===== src/design/assert_macros.svh =====
// assertion helpers shared by the design files
`ifndef ASSERT_MACROS_SVH
`define ASSERT_MACROS_SVH

// clocked check, off while reset is low
`define SBMR_ASSERT(lbl, clk, rst_n, prop, msg) \
    lbl: assert property (@(posedge clk) disable iff (!rst_n) prop) else $error(msg);

// clocked check that also holds during reset
`define SBMR_ASSERT_ALWAYS(lbl, clk, prop, msg) \
    lbl: assert property (@(posedge clk) prop) else $error(msg);

`endif


===== src/design/sbmr_pkg.sv =====
`timescale 1ns / 1ps
package sbmr_pkg;

    localparam logic [1:0] KIND_CLEAR = 2'd0;
    localparam logic [1:0] KIND_ADD   = 2'd1;
    localparam logic [1:0] KIND_QUERY = 2'd2;

    localparam int PIX_W       = 16;
    localparam int COEF_W      = 32;
    localparam int VEC_W       = 18;
    localparam int PROD_W      = COEF_W + VEC_W;
    localparam int H_W         = 52;
    localparam int WORLD_W     = 32;
    localparam int MAT_REG_W   = 64;
    localparam int NUM_MAT     = 8;
    localparam int CFG_IDX_W   = 4;
    localparam int FRAC_W      = 16;

    localparam logic signed [PIX_W:0] ROW_WIN = 17'sd48;
    localparam logic signed [VEC_W-1:0] ONE_Q4 = 18'sd16;

    localparam logic [WORLD_W-1:0] LIM_POS = 32'h7FFF_FFFF;
    localparam logic [WORLD_W-1:0] LIM_NEG = 32'h8000_0000;

    typedef enum logic [2:0] {
        ST_IDLE,
        ST_SCAN,
        ST_MAC,
        ST_DIV,
        ST_OUT
    } t_state;

    typedef enum logic [1:0] {
        DIV_IDLE,
        DIV_CHECK,
        DIV_LOOP,
        DIV_DONE
    } t_div_state;

    typedef struct packed {
        logic               done;
        logic [WORLD_W-1:0] q;
    } t_div_res;

endpackage


===== src/design/sbmr_store.sv =====
`timescale 1ns / 1ps
`include "assert_macros.svh"
module sbmr_store #(
    parameter int DEPTH = 64,
    parameter int IW    = 6,
    parameter int CW    = 7
) (
    input  logic                         i_clk,
    input  logic                         i_rst_n,
    input  logic                         i_clear,
    input  logic                         i_add,
    input  logic [sbmr_pkg::PIX_W-1:0]   i_col,
    input  logic [sbmr_pkg::PIX_W-1:0]   i_row,
    input  logic [IW-1:0]                i_rd_addr,
    output logic [sbmr_pkg::PIX_W-1:0]   o_rd_col,
    output logic [sbmr_pkg::PIX_W-1:0]   o_rd_row,
    output logic [CW-1:0]                o_count
);

    logic [sbmr_pkg::PIX_W-1:0] r_mem_col [DEPTH];
    logic [sbmr_pkg::PIX_W-1:0] r_mem_row [DEPTH];
    logic [CW-1:0]              r_count;
    logic                       w_room;

    assign w_room  = r_count < CW'(DEPTH);
    assign o_count = r_count;

    always_ff @(posedge i_clk) begin
        if (!i_rst_n) begin
            r_count <= '0;
        end else if (i_clear) begin
            r_count <= '0;
        end else if (i_add && w_room) begin
            r_count <= r_count + 1'b1;
        end
    end

    always_ff @(posedge i_clk) begin
        if (i_add && w_room) begin
            r_mem_col[r_count[IW-1:0]] <= i_col;
            r_mem_row[r_count[IW-1:0]] <= i_row;
        end
        o_rd_col <= r_mem_col[i_rd_addr];
        o_rd_row <= r_mem_row[i_rd_addr];
    end

    `SBMR_ASSERT(a_count_bound, i_clk, i_rst_n, r_count <= CW'(DEPTH), "store count overflow")
    `SBMR_ASSERT(a_clear_empties, i_clk, i_rst_n, i_clear |=> r_count == '0, "clear missed")

endmodule


===== config.mk =====
export PLATFORM = sky130hd
export DESIGN_NAME = sbmr_store
export DESIGN_NICKNAME = d
export VERILOG_FILES = /design/src/design/sbmr_pkg.sv /design/src/design/sbmr_store.sv
export VERILOG_INCLUDE_DIRS = /design/src /design/src/design
export SDC_FILE = /design/constraint.sdc
export NUM_CORES = 2
export LEC_CHECK = 0
export ABC_AREA = 1
export BUFFER_PORTS_ARGS = -buffer_cell sky130_fd_sc_hd__buf_2
export CAP_MARGIN = 20
export CORE_UTILIZATION = 47
export CTS_CLUSTER_SIZE = 14
export DETAILED_ROUTE_END_ITERATION = 8
export PLACE_DENSITY = 0.72
export SYNTH_ARGS = -nofsm -noshare
export SYNTH_HDL_FRONTEND = slang
export SYNTH_SLANG_ARGS = --single-unit

===== constraint.sdc =====
create_clock -name i_clk -period 4.8 [get_ports i_clk]
set_input_delay 0.96 -clock i_clk [delete_from_list [all_inputs] [get_ports i_clk]]
set_output_delay 0.96 -clock i_clk [all_outputs]
set_load 0.05 [all_outputs]

==> impl_metrics.env <==
export IMPL_root_buffer="clkbuf_16"
export IMPL_critPathKind="reg -> reg"
export IMPL_cts_buffer_depth=3
export IMPL_max_vdd_ir_drop_mv=0.299
export IMPL_period_share_pct=62.9
export IMPL_dr_pass1_iters=9
export IMPL_netlist_instances=6802
export IMPL_rsz0062_at_grt="no"
export IMPL_final_min_clock_period_ps=3020
export IMPL_crit_fanout=17
export IMPL_h_tree_depth=4
export IMPL_routed_via_density=5.92
export IMPL_ctsHoldBuffers=0
export IMPL_num_io_pins=81
export IMPL_hpwl_um=127000
export IMPL_port_buffers=80
export IMPL_place_worst_setup_slack_ps=1120
export IMPL_final_cell_mix="nand2_1, edfxtp_1, nand3_1, clkbuf_16, buf_4"
export IMPL_overflow=0
export IMPL_yosys_warnings=0
export IMPL_p_leak_nw=32.3
export IMPL_grt_pass1_vias=52422
export IMPL_syn_num_nets=6845
export IMPL_place_congestion=0.906
export IMPL_synth_area_um2=83000
export IMPL_worstPathRequired_ps=5330
export IMPL_cts_buffers=193
export IMPL_layout_setup_ws_ps=1780
export IMPL_post_cts_buffers=0
export IMPL_start_kind="flip-flop"
export IMPL_top_layer="met5"
export IMPL_outcome="finished clean"
export IMPL_grt_pass1_wl_um=337000
export IMPL_area_growth_pct=11.2
export IMPL_grt_max_degree=160
export IMPL_maxCapViolations=0
export IMPL_p_per_area_nw_per_um2=403
export IMPL_cts_tree="done"
export IMPL_ant_nets=0
export IMPL_multi_input_comb_area_um2=18800
export IMPL_grt_usage_pct=25.5
export IMPL_layout_commonest_cell="nand2_1"
export IMPL_seqCellArea_um2=62300
export IMPL_syn_area_per_cell_um2=12.2
export IMPL_setup_viol=0
export IMPL_wl_per_cell_um=24.8
export IMPL_dieArea_um2=178000
export IMPL_nets=6854
export IMPL_post_cts_resized=0
export IMPL_path_clk_slew_ps=60
export IMPL_hp_class="in -> reg"
export IMPL_slew_violations=0
export IMPL_num_vias=54985
export IMPL_wl_met2_um=107000
export IMPL_wl_met1_um=85600
export IMPL_clock_latency_ps=840
export IMPL_remaining_drc_errors=0
export IMPL_fill_cells=14105
export IMPL_clock_sinks=2087
export IMPL_synth_cell_type_count=19
export IMPL_worst_ep_arrival_time_ps=3550
export IMPL_wl_um=231000
export IMPL_synth_seq_cells=2087
export IMPL_core_area_um2=175000
export IMPL_wl_met3_um=26400
export IMPL_die_height_um=422
export IMPL_setup_tns_ps=0
export IMPL_antenna_found_initial=11
export IMPL_drt_iter0_drc=8561
export IMPL_dieWidth_um=422
export IMPL_fp_row_count=153
export IMPL_worstMarginPinSlew_ps=1100
export IMPL_drive_gt1_share_pct=8.48
export IMPL_seq_area_frac_synth_pct=75.1
export IMPL_clock_skew_ps=29.5
export IMPL_initial_core_util_pct=47.5
export IMPL_hold_viol=0
export IMPL_cp_end_kind="flip-flop"
export IMPL_relSlewSlack_pct=26.5
export IMPL_max_freq_mhz=331
-- routing by layer --
metal	vias up	track usage, %
met5	-	0
met4	12	12.9
met1	26711	34.1
met2	3484	39.3
met3	555	5.51
li1	24223	-
-- Yosys cell counts, drive strengths merged --
library cell	number	area share, %
a31oi	1	0.0075
nor3	8	0.048
inv	19	0.089
a211oi	1	0.0091
ha	1	0.015
a21oi	4	0.024
edfxtp	2048	74
nand3	1916	12
dfxtp	39	0.94
nand2	2247	10
clkbuf	83	0.38
buf	364	2.3
nor2	71	0.32
-- path summary, 6_finish.rpt --
kind / startpoint / end / slack [ps] / cells after the start
worst max-delay path: o_count[6] / r_mem_col[4][4] / 1780 / 7
worst min register to register: o_count[1] / o_count[1] / 580 / 2
worst min-delay path: i_rst_n / o_count[2] / 450 / 3
worst max register to register: o_count[6] / r_mem_col[4][4] / 1780 / 7
-- worst max-delay path: stages, from the launching register on --
cell and delay [ps]:
dfxtp_1 400, nor2_1 320, inv_1 230, nor2_1 240, nand2_1 250, buf_4 280
nor2_4 640, buf_4 310
-- per-stage QoR --
stage / cells / total power, mW / area, um^2 / hold WS [ps] / util (%)
global route: 9293 / 38.1 / 92300 / 413 / 52.9
floorplan: 6802 / 21.8 / 83000 / 721 / -
detailed placement: 8940 / 22.8 / 86300 / 563 / 49.4
global placement: 8940 / 22.8 / 86300 / 544 / 49.4
finish: 9295 / 37.2 / 92300 / 446 / 52.9
CTS: 9292 / 37.3 / 92300 / 403 / 52.9
-- state kept, by name, summed over array words and instances, names as in the netlist --
| register | flops |
|---|---|
| r_mem_col | 1024 |
| o_count | 7 |
| o_rd_col | 16 |
| o_rd_row | 16 |
| r_mem_row | 1024 |
-- cell families after synthesis --
| family | count (synthesis) | share of synthesized area [%] |
|---|---|---|
| buffers and inverters | 466 | 2.80 |
| AND/OR/NAND/NOR | 4242 | 22.1 |
| AO/OA/AOI/OAI | 6 | 0.0407 |
| adder cells (fa/ha/maj) | 1 | 0.0151 |
| flip-flops | 2087 | 75.1 |
-- final cells by class --
class,count,share of cell area [%]
inverters,19,0.118
clock buffers,250,5.65
clock inverters,102,0.831
flip-flops and latches,2087,67.5
multi-input cells,4249,20.4
diodes,2,0.00542
well taps,2325,3.15
repair buffers,261,2.35
-- power breakdown --
group / switching, mW / internal [mW] / total [mW]
Clock: 6.60 / 8.13 / 14.7
Sequential: 0.0476 / 20.1 / 20.1
Combinational: 1.86 / 0.526 / 2.39
Total: 8.52 / 28.7 / 37.2
Note: power is estimated with default switching activity, not from simulation.
