$ cat src/design/assert_macros.svh
// assertion helpers shared by the design files
`ifndef ASSERT_MACROS_SVH
`define ASSERT_MACROS_SVH

// clocked check, off while reset is low
`define SBMR_ASSERT(lbl, clk, rst_n, prop, msg) \
    lbl: assert property (@(posedge clk) disable iff (!rst_n) prop) else $error(msg);

// clocked check that also holds during reset
`define SBMR_ASSERT_ALWAYS(lbl, clk, prop, msg) \
    lbl: assert property (@(posedge clk) prop) else $error(msg);

`endif

$ cat src/design/sbmr_pkg.sv
`timescale 1ns / 1ps
package sbmr_pkg;

    localparam logic [1:0] KIND_CLEAR = 2'd0;
    localparam logic [1:0] KIND_ADD   = 2'd1;
    localparam logic [1:0] KIND_QUERY = 2'd2;

    localparam int PIX_W       = 16;
    localparam int COEF_W      = 32;
    localparam int VEC_W       = 18;
    localparam int PROD_W      = COEF_W + VEC_W;
    localparam int H_W         = 52;
    localparam int WORLD_W     = 32;
    localparam int MAT_REG_W   = 64;
    localparam int NUM_MAT     = 8;
    localparam int CFG_IDX_W   = 4;
    localparam int FRAC_W      = 16;

    localparam logic signed [PIX_W:0] ROW_WIN = 17'sd48;
    localparam logic signed [VEC_W-1:0] ONE_Q4 = 18'sd16;

    localparam logic [WORLD_W-1:0] LIM_POS = 32'h7FFF_FFFF;
    localparam logic [WORLD_W-1:0] LIM_NEG = 32'h8000_0000;

    typedef enum logic [2:0] {
        ST_IDLE,
        ST_SCAN,
        ST_MAC,
        ST_DIV,
        ST_OUT
    } t_state;

    typedef enum logic [1:0] {
        DIV_IDLE,
        DIV_CHECK,
        DIV_LOOP,
        DIV_DONE
    } t_div_state;

    typedef struct packed {
        logic               done;
        logic [WORLD_W-1:0] q;
    } t_div_res;

endpackage

$ cat src/design/sbmr_mac.sv
`timescale 1ns / 1ps
module sbmr_mac (
    input  logic                                     i_clk,
    input  logic                                     i_rst_n,
    input  logic                                     i_start,
    input  logic [sbmr_pkg::MAT_REG_W-1:0]           i_mat [sbmr_pkg::NUM_MAT],
    input  logic [sbmr_pkg::PIX_W-1:0]               i_px,
    input  logic [sbmr_pkg::PIX_W-1:0]               i_py,
    input  logic [sbmr_pkg::PIX_W-1:0]               i_rx,
    output logic                                     o_done,
    output logic signed [sbmr_pkg::H_W-1:0]          o_h [4]
);

    logic                                   r_busy;
    logic [4:0]                             r_k;
    logic signed [sbmr_pkg::PROD_W-1:0]     r_prod;
    logic [3:0]                             r_pk;
    logic                                   r_pv;
    logic [1:0]                             w_row;
    logic [1:0]                             w_col;
    logic [sbmr_pkg::MAT_REG_W-1:0]         w_reg;
    logic signed [sbmr_pkg::COEF_W-1:0]     w_coef;
    logic signed [sbmr_pkg::VEC_W-1:0]      w_vec;
    logic signed [sbmr_pkg::PROD_W-1:0]     n_prod;

    assign w_row = r_k[3:2];
    assign w_col = r_k[1:0];

    always_comb begin
        w_reg  = i_mat[{w_row, w_col[1]}];
        w_coef = w_col[0] ? w_reg[63:32] : w_reg[31:0];
        case (w_col)
            2'd0:    w_vec = signed'({2'b00, i_px});
            2'd1:    w_vec = signed'({2'b00, i_py});
            2'd2:    w_vec = signed'({2'b00, i_rx}) - signed'({2'b00, i_px});
            default: w_vec = sbmr_pkg::ONE_Q4;
        endcase
        n_prod = w_coef * w_vec;
    end

    assign o_done = r_busy && (r_k == 5'd17);

    always_ff @(posedge i_clk) begin
        if (!i_rst_n) begin
            r_busy <= 1'b0;
            r_k    <= '0;
            r_pv   <= 1'b0;
        end else if (i_start) begin
            r_busy <= 1'b1;
            r_k    <= '0;
            r_pv   <= 1'b0;
        end else if (r_busy) begin
            r_pv <= r_k < 5'd16;
            if (r_k == 5'd17) begin
                r_busy <= 1'b0;
            end else begin
                r_k <= r_k + 1'b1;
            end
        end
    end

    always_ff @(posedge i_clk) begin
        r_prod <= n_prod;
        r_pk   <= r_k[3:0];
        if (r_busy && r_pv) begin
            if (r_pk[1:0] == 2'd0) begin
                o_h[r_pk[3:2]] <= sbmr_pkg::H_W'(r_prod);
            end else begin
                o_h[r_pk[3:2]] <= o_h[r_pk[3:2]] + sbmr_pkg::H_W'(r_prod);
            end
        end
    end

endmodule

$ cat config.mk
export PLATFORM = sky130hd
export DESIGN_NAME = sbmr_mac
export DESIGN_NICKNAME = d
export VERILOG_FILES = /design/src/design/assert_macros.svh /design/src/design/sbmr_pkg.sv /design/src/design/sbmr_mac.sv
export SDC_FILE = /design/constraint.sdc
export NUM_CORES = 2
export LEC_CHECK = 0
export ABC_AREA = 1
export BUFFER_PORTS_ARGS = -buffer_cell sky130_fd_sc_hd__buf_2
export CAP_MARGIN = 20
export CORE_MARGIN = 8
export CORE_UTILIZATION = 40
export CTS_CLUSTER_SIZE = 24
export DETAILED_ROUTE_END_ITERATION = 16
export PLACE_DENSITY = 0.64
export REMOVE_ABC_BUFFERS = 1
export SLEW_MARGIN = 25
export SYNTH_ARGS = -nofsm -noshare
export SYNTH_HDL_FRONTEND = slang
export SYNTH_SLANG_ARGS = --single-unit
$ cat constraint.sdc
create_clock -name i_clk -period 11.2 [get_ports i_clk]
set_input_delay 2.8 -clock i_clk [delete_from_list [all_inputs] [get_ports i_clk]]
set_output_delay 2.8 -clock i_clk [all_outputs]
set_load 0.02 [all_outputs]
==> summary.md <==
| Metric | Value |
|---|---|
| Status | complete, no violations |
| Top cell type's share of synthesized area | 0.2575 |
| Die X | 344.4 µm |
| Vias per cell | between 5 and 6 |
| Largest delay share family, worst path | adder cells |
| #FFs+latches synth | between 200 and 300 |
| Post-CTS Resized | 0 |
| Critical Path Fanout Max | 17 |
| H-tree levels | 1 |
| Clock skew | about 73 ps |
| Initial drt markers | 3629 |
| Layout cells sized above 1 | 0.1518 |
| Fillcell total | 11170 |
| CTS Hold Bufs | 0 |
| FFs w/ async S/R, synth | 0 |
| Root buffer cell | clkbuf_16 |
| Worst EP required | 11780 ps |
| Initial antenna violation count | 25 |
| Top Ports | 772 |
| Syn. warnings | 0 |
| Tightest Pin Transition | approximately 1000 ps |
| Crit start category | input pin |
| Detailed Routing Iterations Pass 1 | 6 |
| RSZ-0062 raised after global routing | no |
| Main synth FF type | edfxtp_1 |
| Die H | roughly 340 µm |
| Core Box Area | 107100 µm² |
| Crit share post-route | 0.8834 |
| Setup TNS | 0 ps |
| Fin. max-slew vios | 0 |
| Final nets | 7975 |
| Critical path's most frequent cell | fa_1 |
| WHS | ~460 ps |
| Clock-pin slew on the worst setup and hold paths | 60 ps |
| Vias | ~43000 |
| Max-Cap Viols | 0 |
| Sink Count | 269 |
| Area Overhead vs Synth | 13.60% |
| Most frequent cells in the layout | 1461 x nand2_1, 1246 x inv_1, 771 x buf_2 |
| CP arrival | 10470 ps |
| ANT nets after route | 0 |
| Clock Tree Buf Depth | 3 |
| Hold/Removal Path Class | flop to flop |
| Worst rel slew slack | 0.2998 |
| IO buf count | 771 |
| Crit path buf inv count | 5 |
| Tot GR Track Use | 0.3059 |
| Post-synth EDFFs | 208 |
| Most common cell after layout, fill and taps aside | nand2_1 |
| Final Wtd Congestion | 1.008 |
| Synth cell types | 52 |
| CP max stage cell | fa_1 |
| Setup WS pre-CTS | 703.7 ps |
| Dpl hpwl | 153100 µm |
| Crit path largest cell delay | 780 ps |
| Die area | 118600 µm² |
| Post-synthesis sequential area ratio | 0.1731 |
| Routed WL | 184900 µm |
| Post-CTS setup buffer count | 0 |
| CTS buffer count | 30 |
| Largest net degree at the start of global routing | 141 |
| Finished Core Util | 0.4579 |
| Global route overflow | 0 |
| Global-route wire length before repair | 274900 µm |
| Avg Cell Area, Syn | 7.118 µm² |
| Min Clock Period, post-route | 9895 ps |
| Mapped Area | 43150 µm² |
| Hold Vio Cnt, Final | 0 |
| Crit Path Class | input pin to flop |
| Row count | 120 |
| Initial Utilization | 0.4031 |
| Mapped Cells | 6062 |
| Vias in the first global route | 44130 |
| Crit end category | flop |
| Synth area leader | fa_1 |
| Clk_lat worst skew | 640 ps |
| Max Clock Freq | 101.1 MHz |
| CTS tree | yes |
| Setup violations, final | 0 |
| # DRC | 0 |
| Area contributors post-synth | fa_1 26%, edfxtp_1 14%, nand2_1 13% |
| Worst setup margin | 1305 ps |
| Drt wl/cell | 22.81 µm |
-- cells in the mapped netlist, types with 2 or more instances --
cell type / instances
o21bai_1: 11
a31oi_1: 2
buf_4: 36
dfxtp_1: 61
a221oi_1: 2
nand2_2: 25
o221ai_1: 7
o211ai_2: 16
ha_1: 193
o21a_1: 4
xor2_1: 27
mux2i_1: 2
and2_1: 2
a22oi_1: 91
edfxtp_1: 208
or2_2: 21
o21ai_0: 94
nor2_1: 576
nand3_2: 8
nand2_1: 1462
inv_1: 1248
clkinv_1: 3
nand3b_1: 5
xnor2_1: 14
nor4_1: 4
a21oi_2: 2
o21ai_1: 5
o211ai_1: 21
and3_1: 2
nand4_1: 41
a21o_1: 9
nand3_1: 756
clkbuf_1: 95
buf_2: 96
a21boi_0: 2
a31o_2: 2
a22o_1: 31
nor2_2: 6
nor3_1: 35
a21oi_1: 207
buf_1: 15
buf_6: 18
inv_2: 34
fa_1: 555
-- logic make-up (layout without fill, tap and decap cells) --
kind of cell | after synthesis | in the layout | synth area share
and+or+nand+nor | 2948 | 2948 | 0.2874
adders and majority gates | 748 | 748 | 0.3135
muxes | 2 | 2 | 0.0004640
xor gates and xnor gates | 41 | 41 | 0.008323
buffers and inverters | 1546 | 2171 | 0.1436
other | 0 | 16 | 0
DFF | 269 | 269 | 0.1731
AOI/OAI and AO/OA | 508 | 508 | 0.07371
-- flip-flops by register name, indices dropped and copies added (netlist names) --
name	cells
r_prod	50
r_pk	4
r_pv	1
r_k	5
r_busy	1
o_h	208
-- routing by layer --
layer  up-vias  share of wire  routed length [µm]  track usage
met5         -        0.00049                  91            0
met4        16          0.053                9833       0.1342
met3       396          0.084               15600      0.05316
met2      1970           0.47               86440       0.5148
met1     20610           0.39               72970       0.3846
li1      19970              -                   -            -
-- metrics by stage --
stage                     cell area [µm²]  cells
after floorplan                     41780   5802
after global placement              47960   8035
after detailed placement            47960   8035
after CTS                           48970   8090
after global routing                49010   8103
final                               49010   8106
-- worst paths after layout --
check,start,end,slack (ps),depth (start not counted)
worst max-delay path,i_px[0],r_prod[49]$_DFF_P_,1310,29
worst max register to register,r_k[1]$_SDFFE_PP0P_,r_prod[44]$_DFF_P_,2300,28
worst min register to register,r_k[4]$_SDFFE_PP0P_,r_pv$_SDFFE_PP0P_,460,1
worst min-delay path,r_k[4]$_SDFFE_PP0P_,r_pv$_SDFFE_PP0P_,460,1
-- area by class of cell --
| class | count | area, µm² | area share |
|---|---|---|---|
| inverter | 1286 | 4843 | 0.09882 |
| timing repair buffer | 830 | 4339 | 0.08853 |
| sequential | 269 | 7480 | 0.1526 |
| clock buffer | 32 | 758.2 | 0.01547 |
| antenna | 16 | 40.04 | 0.0008169 |
| multi-input combinational | 4247 | 29540 | 0.6028 |
| tap | 1403 | 1755 | 0.03581 |
| clock inverter | 23 | 254.0 | 0.005182 |
Power is left out: the tool's default activity adds up to more than one toggle a clock period on the data nets, which glitch-free logic cannot reach.
