### src/design/assert_macros.svh
// assertion helpers shared by the design files
`ifndef ASSERT_MACROS_SVH
`define ASSERT_MACROS_SVH

// clocked check, off while reset is low
`define SBMR_ASSERT(lbl, clk, rst_n, prop, msg) \
    lbl: assert property (@(posedge clk) disable iff (!rst_n) prop) else $error(msg);

// clocked check that also holds during reset
`define SBMR_ASSERT_ALWAYS(lbl, clk, prop, msg) \
    lbl: assert property (@(posedge clk) prop) else $error(msg);

`endif

### src/design/sbmr_pkg.sv
`timescale 1ns / 1ps
package sbmr_pkg;

    localparam logic [1:0] KIND_CLEAR = 2'd0;
    localparam logic [1:0] KIND_ADD   = 2'd1;
    localparam logic [1:0] KIND_QUERY = 2'd2;

    localparam int PIX_W       = 16;
    localparam int COEF_W      = 32;
    localparam int VEC_W       = 18;
    localparam int PROD_W      = COEF_W + VEC_W;
    localparam int H_W         = 52;
    localparam int WORLD_W     = 32;
    localparam int MAT_REG_W   = 64;
    localparam int NUM_MAT     = 8;
    localparam int CFG_IDX_W   = 4;
    localparam int FRAC_W      = 16;

    localparam logic signed [PIX_W:0] ROW_WIN = 17'sd48;
    localparam logic signed [VEC_W-1:0] ONE_Q4 = 18'sd16;

    localparam logic [WORLD_W-1:0] LIM_POS = 32'h7FFF_FFFF;
    localparam logic [WORLD_W-1:0] LIM_NEG = 32'h8000_0000;

    typedef enum logic [2:0] {
        ST_IDLE,
        ST_SCAN,
        ST_MAC,
        ST_DIV,
        ST_OUT
    } t_state;

    typedef enum logic [1:0] {
        DIV_IDLE,
        DIV_CHECK,
        DIV_LOOP,
        DIV_DONE
    } t_div_state;

    typedef struct packed {
        logic               done;
        logic [WORLD_W-1:0] q;
    } t_div_res;

endpackage

### src/design/sbmr_div.sv
`timescale 1ns / 1ps
module sbmr_div (
    input  logic                              i_clk,
    input  logic                              i_rst_n,
    input  logic                              i_start,
    input  logic signed [sbmr_pkg::H_W-1:0]   i_num,
    input  logic signed [sbmr_pkg::H_W-1:0]   i_den,
    input  logic                              i_neg,
    output sbmr_pkg::t_div_res                o_res
);

    localparam int HW = sbmr_pkg::H_W;
    localparam int QW = sbmr_pkg::WORLD_W;
    localparam int FW = sbmr_pkg::FRAC_W;

    sbmr_pkg::t_div_state r_state, n_state;

    logic [HW-1:0] r_n, r_d, r_rem;
    logic [QW-1:0] r_low, r_q;
    logic          r_neg, r_sat;
    logic [4:0]    r_cnt;
    logic [HW:0]   w_sh;
    logic          w_ge;
    logic [QW-1:0] w_lim, w_mag;

    assign w_sh  = {r_rem, r_low[QW-1]};
    assign w_ge  = w_sh >= {1'b0, r_d};
    assign w_lim = r_neg ? sbmr_pkg::LIM_NEG : sbmr_pkg::LIM_POS;

    always_comb begin
        n_state = r_state;
        case (r_state)
            sbmr_pkg::DIV_IDLE:  if (i_start) n_state = sbmr_pkg::DIV_CHECK;
            sbmr_pkg::DIV_CHECK: n_state = sbmr_pkg::DIV_LOOP;
            sbmr_pkg::DIV_LOOP:  if (r_sat || r_cnt == 5'd31) n_state = sbmr_pkg::DIV_DONE;
            sbmr_pkg::DIV_DONE:  n_state = i_start ? sbmr_pkg::DIV_CHECK : sbmr_pkg::DIV_IDLE;
            default:             n_state = sbmr_pkg::DIV_IDLE;
        endcase
        w_mag = (r_sat || r_q > w_lim) ? w_lim : r_q;
        o_res.done = r_state == sbmr_pkg::DIV_DONE;
        o_res.q    = r_neg ? (QW'(0) - w_mag) : w_mag;
    end

    always_ff @(posedge i_clk) begin
        if (!i_rst_n) begin
            r_state <= sbmr_pkg::DIV_IDLE;
        end else begin
            r_state <= n_state;
        end
    end

    always_ff @(posedge i_clk) begin
        case (r_state)
            sbmr_pkg::DIV_IDLE, sbmr_pkg::DIV_DONE: begin
                r_n   <= i_num[HW-1] ? HW'(-i_num) : HW'(i_num);
                r_d   <= i_den[HW-1] ? HW'(-i_den) : HW'(i_den);
                r_neg <= i_neg ^ i_num[HW-1] ^ i_den[HW-1];
            end
            sbmr_pkg::DIV_CHECK: begin
                r_sat <= {FW'(0), r_n} >= {r_d, FW'(0)};
                r_rem <= r_n >> FW;
                r_low <= {r_n[FW-1:0], FW'(0)};
                r_q   <= '0;
                r_cnt <= '0;
            end
            sbmr_pkg::DIV_LOOP: begin
                r_rem <= w_ge ? HW'(w_sh - {1'b0, r_d}) : w_sh[HW-1:0];
                r_q   <= {r_q[QW-2:0], w_ge};
                r_low <= {r_low[QW-2:0], 1'b0};
                r_cnt <= r_cnt + 1'b1;
            end
            default: begin
            end
        endcase
    end

endmodule

### config.mk
export PLATFORM = sky130hd
export DESIGN_NAME = sbmr_div
export DESIGN_NICKNAME = d
export VERILOG_FILES = /design/src/design/assert_macros.svh /design/src/design/sbmr_pkg.sv /design/src/design/sbmr_div.sv
export SDC_FILE = /design/constraint.sdc
export NUM_CORES = 1
export LEC_CHECK = 0
export ABC_CLOCK_PERIOD_IN_PS = 6500
export BUFFER_PORTS_ARGS = -buffer_cell sky130_fd_sc_hd__buf_4
export CAP_MARGIN = 20
export CORE_UTILIZATION = 50
export DETAILED_ROUTE_END_ITERATION = 10
export PLACE_DENSITY = 0.81
export SLEW_MARGIN = 10
export SYNTH_ARGS = -nofsm -noshare
export SYNTH_HDL_FRONTEND = slang
export SYNTH_SLANG_ARGS = --single-unit
### constraint.sdc
create_clock -name i_clk -period 6.5 [get_ports i_clk]
set_input_delay 0.975 -clock i_clk [delete_from_list [all_inputs] [get_ports i_clk]]
set_output_delay 0.975 -clock i_clk [all_outputs]
set_load 0.01 [all_outputs]
==> reports/qor.txt, run 1 <==
SYNTHESIS
-----------------------------------------------------------------------------------------
Count of flip-flops with a built-in enable after synthesis                            211
Post-synthesis cell type count                                                         69
Proportion of synthesized chip area in sequential cells                             0.401
Synth warnings                                                                          0
Combined area of all synthesized cells                                          15900 µm²
Syn Nets                                                                             1940
Most used flip-flop cell after synthesis                                     sky130_fd_sc_hd__edfxtp_1
Number of instances in the synthesized netlist                                       1701
Proportion of register bits with asynchronous set or reset after synthesis              0
Seq cells post-synth                                                                  213
Post-Synthesis Mean Instance Area                                                9.34 µm²

STA
-----------------------------------------------------------------------------------------
Final Max Slew Viols                                                                    0
Measured slew at the worst slew-check pin                                         1040 ps
Final hold vios                                                                         0
Number of failing setup endpoints in the final timing report                            0
Final worst path period need                                                      6120 ps
Sum of negative setup slack                                                          0 ps
Part of the cycle the worst path needs                                              0.942
Peak Freq                                                                         163 MHz
Setup Skew                                                                        28.9 ps
Setup repair after global routing missed its margin                                    no
Slew headroom                                                                       0.306

FLOORPLAN
-----------------------------------------------------------------------------------------
Floorplan die height                                                               180 µm
Initial Util                                                                        0.514
Floorplan die width                                                                180 µm
Standard cell core area                                                         30900 µm²
Area of the die                                                                 32500 µm²
Number of cell rows                                                                    64
Total I/O pin count                                                                   141

DRT
-----------------------------------------------------------------------------------------
Per-cell routed wire length                                                       17.7 µm
Post-DR vias/cell                                                                    6.06
Number of violations reported at the end of detailed-routing iteration 0             1096
Drc violations                                                                          0
DRT Wirelength                                                                   39200 µm
Vias after detailed routing                                                         13400
First-pass DRT Iterations                                                               7
Antenna-violating nets left                                                             0

CTS
-----------------------------------------------------------------------------------------
Clock tree from TritonCTS                                                            done
Number of buffers added by the clock tree synthesis step                               23
Max Buffers Root-to-Sink                                                                3
CTS clk-pin slew, worst paths                                                       60 ps
Clock latency on the worst-skew pair                                               530 ps
TritonCTS sink count                                                                  213
CTS Root Buffer Type                                                         sky130_fd_sc_hd__clkbuf_16
H-tree depth                                                                            1

PLACED DESIGN
-----------------------------------------------------------------------------------------
Final HPWL from detailed placement                                               29100 µm
Gp weighted congestion                                                              0.949
PortBufs                                                                              140
Cell area after placement                                                       17300 µm²

GRT
-----------------------------------------------------------------------------------------
Gr usage total                                                                      0.237
Antenna violations before repair                                                        1
Global-route wire length before repair                                           63600 µm
Via count of the first global-routing pass                                          13000
GRT Residual Overflow                                                                   0
Maximum number of pins on one net before global-route repair                           79

LAYOUT
-----------------------------------------------------------------------------------------
Layout Nets                                                                          2042
Area of all placed cells without fillers                                        18200 µm²
Count of fill cells added during filler insertion                                    2653
Layout cell share with drive strength beyond 1                                      0.127
Final core utilization                                                              0.588
ANT cells                                                                               0
Layout overhead on the synthesized area                                             14.3%

WORST SETUP PATH
-----------------------------------------------------------------------------------------
Crit-path slowest cell                                                       sky130_fd_sc_hd__or3_1
Arrival time at the worst endpoint                                                5150 ps
CP peak stage delay                                                                390 ps
CP Capture Type                                                               output port
Cell family with most CP delay                                               simple AND/OR/NAND/NOR gates
CP cell instances                                                            buf_6, clkinv_1, ha_1, and4_1, nand2_1, or3_1, nor4_1, a21oi_2, buf_4, o21ai_0, ha_2, buf_4, nand2_1, mux2i_1, nand2_1, a31o_2, a21oi_1, buf_4
Critical setup path kind                                                          reg2out
Worst r2r src                                                                      r_d[5]
Cell depth of the worst flop-to-flop path                                              14
Peak fanout along the critical path                                                    40
Element type at the critical path start                                          register
Slack of the worst reg-to-reg path                                                2440 ps
Required time worst endpoint                                                      5520 ps
Endpoint of the worst register-to-register path                                 r_rem[51]
Worst path buffer plus inverter count                                                   5

JOB
-----------------------------------------------------------------------------------------
Number of max-cap violations                                                            0

HOLD PATH
-----------------------------------------------------------------------------------------
Hold Path Cell Cnt                                                                      1
Endpoint with the worst hold slack                                              r_low[30]
Hold wc startpoint                                                              r_low[29]
Worst min-delay path category                                                     reg2reg

OUTCOME
-----------------------------------------------------------------------------------------
Status                                                                          completed

routing by layer:
metal | global-route usage | up-vias | wire [µm]
met4 | 0.0718 | 2 | 937
met5 | 0 | - | 9
met2 | 0.393 | 519 | 18100
met1 | 0.322 | 6311 | 17600
li1 | - | 6523 | -
met3 | 0.0307 | 66 | 2540
per-stage QoR:
step | hold slack [ps] | instances | worst slack, ps
CTS | 555 | 2214 | 230
finish | 557 | 2214 | 378
global placement | 525 | 2174 | 1050
global route | 574 | 2214 | 36.5
floorplan | 523 | 1701 | 243
detailed placement | 545 | 2174 | 781
state kept, by name, summed over array words and instances (netlist names):
register  flops
r_cnt         5
r_neg         1
r_d          52
r_rem        52
r_state       2
r_low        16
r_q          32
r_sat         1
r_n          52
worst reg2reg max path: stages, from the launching register on:
cell and delay, ps:
sky130_fd_sc_hd__edfxtp_1 360, sky130_fd_sc_hd__inv_1 130, sky130_fd_sc_hd__ha_1 340, sky130_fd_sc_hd__o21a_1 210, sky130_fd_sc_hd__o211ai_1 230, sky130_fd_sc_hd__nor3_1 80
sky130_fd_sc_hd__a21oi_1 450, sky130_fd_sc_hd__a211oi_1 200, sky130_fd_sc_hd__nor3_1 220, sky130_fd_sc_hd__a211oi_1 70, sky130_fd_sc_hd__buf_4 180, sky130_fd_sc_hd__o21a_1 270
sky130_fd_sc_hd__buf_4 310, sky130_fd_sc_hd__and3_1 270, sky130_fd_sc_hd__or4_1 500
cell usage after synthesis, drive strengths merged, types with 3 or more instances:
| cell type | number | area, µm² |
|---|---|---|
| edfxtp | 211 | 6340 |
| nand2 | 167 | 627 |
| o21ai | 143 | 716 |
| ha | 130 | 1630 |
| xnor2 | 129 | 1130 |
| a21oi | 123 | 616 |
| nor2 | 103 | 387 |
| inv | 83 | 312 |
| clkbuf | 75 | 282 |
| a21o | 43 | 323 |
| a31oi | 39 | 244 |
| and2 | 37 | 231 |
| nand4 | 36 | 225 |
| nor3 | 33 | 165 |
| o31ai | 31 | 248 |
| or3 | 29 | 196 |
| nand3 | 25 | 125 |
| or4 | 23 | 188 |
| nand2b | 20 | 125 |
| nor4 | 20 | 125 |
| o21a | 20 | 150 |
| o41ai | 16 | 140 |
| xor2 | 16 | 140 |
| mux2 | 15 | 169 |
| nor2b | 15 | 93.8 |
| o21bai | 11 | 82.6 |
| a211oi | 10 | 75.1 |
| and3 | 10 | 62.6 |
| o211ai | 9 | 67.6 |
| nand3b | 8 | 60.1 |
| o31a | 7 | 61.3 |
| a21boi | 6 | 45.0 |
| or2 | 6 | 37.5 |
| mux2i | 5 | 50.1 |
| o311ai | 4 | 35.0 |
| nor3b | 3 | 22.5 |
| o22a | 3 | 26.3 |
area by class of cell:
class,count,area [µm²],share of cell area
Multi-Input combinational cell,1326,8950,0.493
Sequential cell,213,6380,0.351
Timing Repair Buffer,154,1160,0.0639
Clock buffer,26,587,0.0323
Tap cell,396,495,0.0273
Inverter,85,322,0.0177
Clock inverter,14,275,0.0152
worst max-delay path by stage:
| stage | cells past startpoint | end | from | slack, ps |
|---|---|---|---|---|
| after global placement | 18 | o_res[16] | r_neg | 1050 |
| after global routing | 18 | o_res[16] | r_neg | 40 |
| after floorplan | 3 | r_d[0] | r_state[0] | 240 |
| final | 18 | o_res[16] | r_neg | 380 |
| after CTS | 18 | o_res[16] | r_neg | 230 |
| after detailed placement | 18 | o_res[16] | r_neg | 780 |
cells in the final DEF (no fill, tap or decap), types with 33 or more instances in the layout:
cell type                  count
sky130_fd_sc_hd__edfxtp_1    211
sky130_fd_sc_hd__nand2_1     167
sky130_fd_sc_hd__buf_4       153
sky130_fd_sc_hd__o21ai_0     138
sky130_fd_sc_hd__xnor2_1     129
sky130_fd_sc_hd__ha_1        127
sky130_fd_sc_hd__a21oi_1     122
sky130_fd_sc_hd__nor2_1      103
sky130_fd_sc_hd__inv_1        82
sky130_fd_sc_hd__a21o_1       43
sky130_fd_sc_hd__a31oi_1      39
sky130_fd_sc_hd__and2_1       37
sky130_fd_sc_hd__nand4_1      36
sky130_fd_sc_hd__nor3_1       33
repair_timing:
action	4_1_cts	5_1_grt
buffers inserted	0	0
setup endpoints to repair	0	2
resized for setup	0	2
hold buffers	0	0
kinds of logic (layout without fill, tap and decap cells):
group                    after synthesis  count (layout)  share of synthesized area
XOR/XNOR                             145             145                     0.0799
flip-flops                           213             213                      0.401
AND/OR/NAND/NOR                      542             542                      0.172
buffers and inverters                162             279                     0.0383
adder cells (fa/ha/maj)              131             131                      0.104
multiplexers                          20              20                     0.0138
AO/OA/AOI/OAI                        488             488                      0.191
Power of run 1 is left out: the tool's default activity adds up to more than one toggle a clock period on the data nets, which glitch-free logic cannot reach.
==> inputs of run 2 (changes only) <==
BUFFER_PORTS_ARGS = unset   (was -buffer_cell sky130_fd_sc_hd__buf_4)
DONT_BUFFER_PORTS = 1   (was unset)
PLACE_DENSITY = 0.78   (was 0.81)
==> run 2 against run 1 <==
  * Sequential cell count unchanged
  * Clock-buffer cell count fell by 3
  * Critical path depth up 1
  * Via count is 3.7% lower
  * Critical endpoint is now o_res[24]
==> reports/qor.txt, run 2 (same netlist as run 1, synthesis figures left out) <==
CTS
---------------------------------------------------------------------------------------
Number of buffers added by the clock tree synthesis step                             23   unchanged
Clock latency on the worst-skew pair                                             530 ps   about the same
Total of cells resized after clock tree synthesis                                     0   unchanged
Number of buffers inserted to repair setup after CTS                                  0   unchanged
TritonCTS sink count                                                                213   unchanged
Clock tree from TritonCTS                                                          done
Max Buffers Root-to-Sink                                                              3   unchanged
H-tree depth                                                                          1   unchanged
CTS Root Buffer Type                                                       sky130_fd_sc_hd__clkbuf_16
CTS Hold Bufs                                                                         0   unchanged
CTS clk-pin slew, worst paths                                                     70 ps   about the same

PLACED DESIGN
---------------------------------------------------------------------------------------
Gp weighted congestion                                                            0.929   -2.1%
PortBufs                                                                              0   -100%
Final HPWL from detailed placement                                             28300 µm   -2.8%

STA
---------------------------------------------------------------------------------------
Final Max Slew Viols                                                                  0   unchanged
Setup Skew                                                                      19.7 ps   -9.19 ps
Final worst path period need                                                    6140 ps   +22.1 ps
Measured slew at the worst slew-check pin                                        798 ps   -243 ps
Setup repair after global routing missed its margin                                  no
Sum of negative setup slack                                                        0 ps   unchanged
Slew headroom                                                                     0.468   +0.162
Part of the cycle the worst path needs                                            0.945   +0.00340
Peak Freq                                                                       163 MHz   -0.36%
Final hold vios                                                                       0   unchanged
Number of failing setup endpoints in the final timing report                          0   unchanged

FLOORPLAN
---------------------------------------------------------------------------------------
Floorplan die width                                                              180 µm   unchanged
Total I/O pin count                                                                 141   unchanged
Number of cell rows                                                                  64   unchanged
Initial Util                                                                      0.514   unchanged
Standard cell core area                                                       30900 µm²   unchanged
Area of the die                                                               32500 µm²   unchanged
Floorplan die height                                                             180 µm   unchanged

GRT
---------------------------------------------------------------------------------------
Via count of the first global-routing pass                                        12500   -3.7%
Antenna violations before repair                                                      0   -1
Gr usage total                                                                    0.231   -0.00537
Maximum number of pins on one net before global-route repair                         75   -5.1%
Global-route wire length before repair                                         62400 µm   -1.9%
GRT Residual Overflow                                                                 0   unchanged

WORST SETUP PATH
---------------------------------------------------------------------------------------
Critical setup path kind                                                        reg2out
Arrival time at the worst endpoint                                              5170 ps   +20 ps
Worst r2r src                                                                 r_rem[22]
Crit-path slowest cell                                                     sky130_fd_sc_hd__or3_1
Cell depth of the worst flop-to-flop path                                            12   -2
CP Capture Type                                                             output port
Peak fanout along the critical path                                                  37   -7.5%
Required time worst endpoint                                                    5520 ps   about the same
CP cell instances                                                          buf_6, clkinv_1, ha_1, and4_1, nand2_1, or3_1, nor4_1, a21oi_2, buf_4, inv_1, a21boi_0, inv_1, ha_1, buf_4, nand3b_1, mux2i_2, nand2_1, a32o_1, a21oi_1
CP peak stage delay                                                              380 ps   about the same
Launch point of the critical path                                                 r_neg
Element type at the critical path start                                        register

LAYOUT
---------------------------------------------------------------------------------------
ANT cells                                                                             0   unchanged
Most common cell after layout, fill and taps aside                         sky130_fd_sc_hd__edfxtp_1
Biggest registers after layout                                             r_d: 52 flops, r_n: 52 flops, r_rem: 52 flops
Highest-count cells in the layout ignoring fill and taps                   211 x sky130_fd_sc_hd__edfxtp_1, 167 x sky130_fd_sc_hd__nand2_1, 138 x sky130_fd_sc_hd__o21ai_0, 129 x sky130_fd_sc_hd__xnor2_1, 128 x sky130_fd_sc_hd__ha_1
Layout Nets                                                                        1904   -6.8%
Layout overhead on the synthesized area                                           7.45%
Layout cell share with drive strength beyond 1                                   0.0577   -0.0694

DRT
---------------------------------------------------------------------------------------
Number of violations reported at the end of detailed-routing iteration 0           1005   -8.3%
Post-DR vias/cell                                                                  6.22   +2.7%
DRT Wirelength                                                                 38000 µm   -3.1%
Per-cell routed wire length                                                     18.3 µm   +3.3%
Antenna-violating nets left                                                           0   unchanged
First-pass DRT Iterations                                                             5   -2
Vias after detailed routing                                                       12900   -3.7%
Drc violations                                                                        0   unchanged

HOLD PATH
---------------------------------------------------------------------------------------
Hold wc startpoint                                                             i_num[0]
Worst min-delay path category                                                    in2reg
Hold Path Cell Cnt                                                                    0   -1

JOB
---------------------------------------------------------------------------------------
Number of max-cap violations                                                          0   unchanged

OUTCOME
---------------------------------------------------------------------------------------
Status                                                                        completed

## run 2: changes by cell type in the layout (fill, tap and decap cells not counted)
| cell | previous run | this run |
|---|---|---|
| sky130_fd_sc_hd__buf_4 | 153 | 14 |
| sky130_fd_sc_hd__ha_1 | 127 | 128 |
| sky130_fd_sc_hd__mux2i_1 | 5 | 4 |
| sky130_fd_sc_hd__buf_12 | 0 | 1 |
| sky130_fd_sc_hd__clkbuf_1 | 3 | 0 |
| sky130_fd_sc_hd__clkinvlp_4 | 0 | 5 |
| sky130_fd_sc_hd__inv_6 | 0 | 4 |
| sky130_fd_sc_hd__mux2i_2 | 0 | 1 |
| sky130_fd_sc_hd__ha_2 | 1 | 0 |
| sky130_fd_sc_hd__clkinv_4 | 2 | 1 |
| sky130_fd_sc_hd__bufinv_16 | 8 | 4 |
## run 2: final timing paths
| kind | to | slack, ps |
|---|---|---|
| worst max register to register | r_rem[47] | 2510 |
| worst max-delay path | o_res[24] | 360 |
| worst min register to register | r_low[31] | 550 |
| worst min-delay path | r_n[0] | 550 |
## run 2: final cells by class
cell class,instances,area [µm²]
Clock inverter,18,219
Tap cell,396,495
Inverter,85,322
Clock buffer,23,576
Sequential cell,213,6380
Multi-Input combinational cell,1326,8950
Timing Repair Buffer,16,136
Fill cell,2689,13800
## run 2: per-layer routing
metal	part of all wire	wire, µm	vias to the layer above	GRT usage
met1	0.45	17200	6164	0.324
met2	0.46	17400	469	0.378
met5	0	0	-	0
met4	0.018	691	0	0.0581
li1	-	-	6236	-
met3	0.071	2680	57	0.0311
## run 2: worst max-delay path, delay by kind of cell, from the launching register on
kind,cells,cell delay (ps)
adders and majority gates,2,690
muxes,1,300
buffers and inverters,6,1320
AOI/OAI and AO/OA,4,780
and+or+nand+nor,6,1220
DFF,1,340
## run 2: per-stage QoR
stage | area, µm² | hold slack (ps) | utilization | worst slack, ps | std cells
detailed placement | 16300 | 534 | 0.526 | 859 | 2036
floorplan | 15900 | 523 | - | 243 | 1701
CTS | 17100 | 532 | 0.552 | 253 | 2077
global route | 17100 | 532 | 0.552 | 51.0 | 2077
global placement | 16300 | 528 | 0.526 | 1060 | 2036
finish | 17100 | 548 | 0.552 | 356 | 2077
Power of run 2 is left out for the same reason.
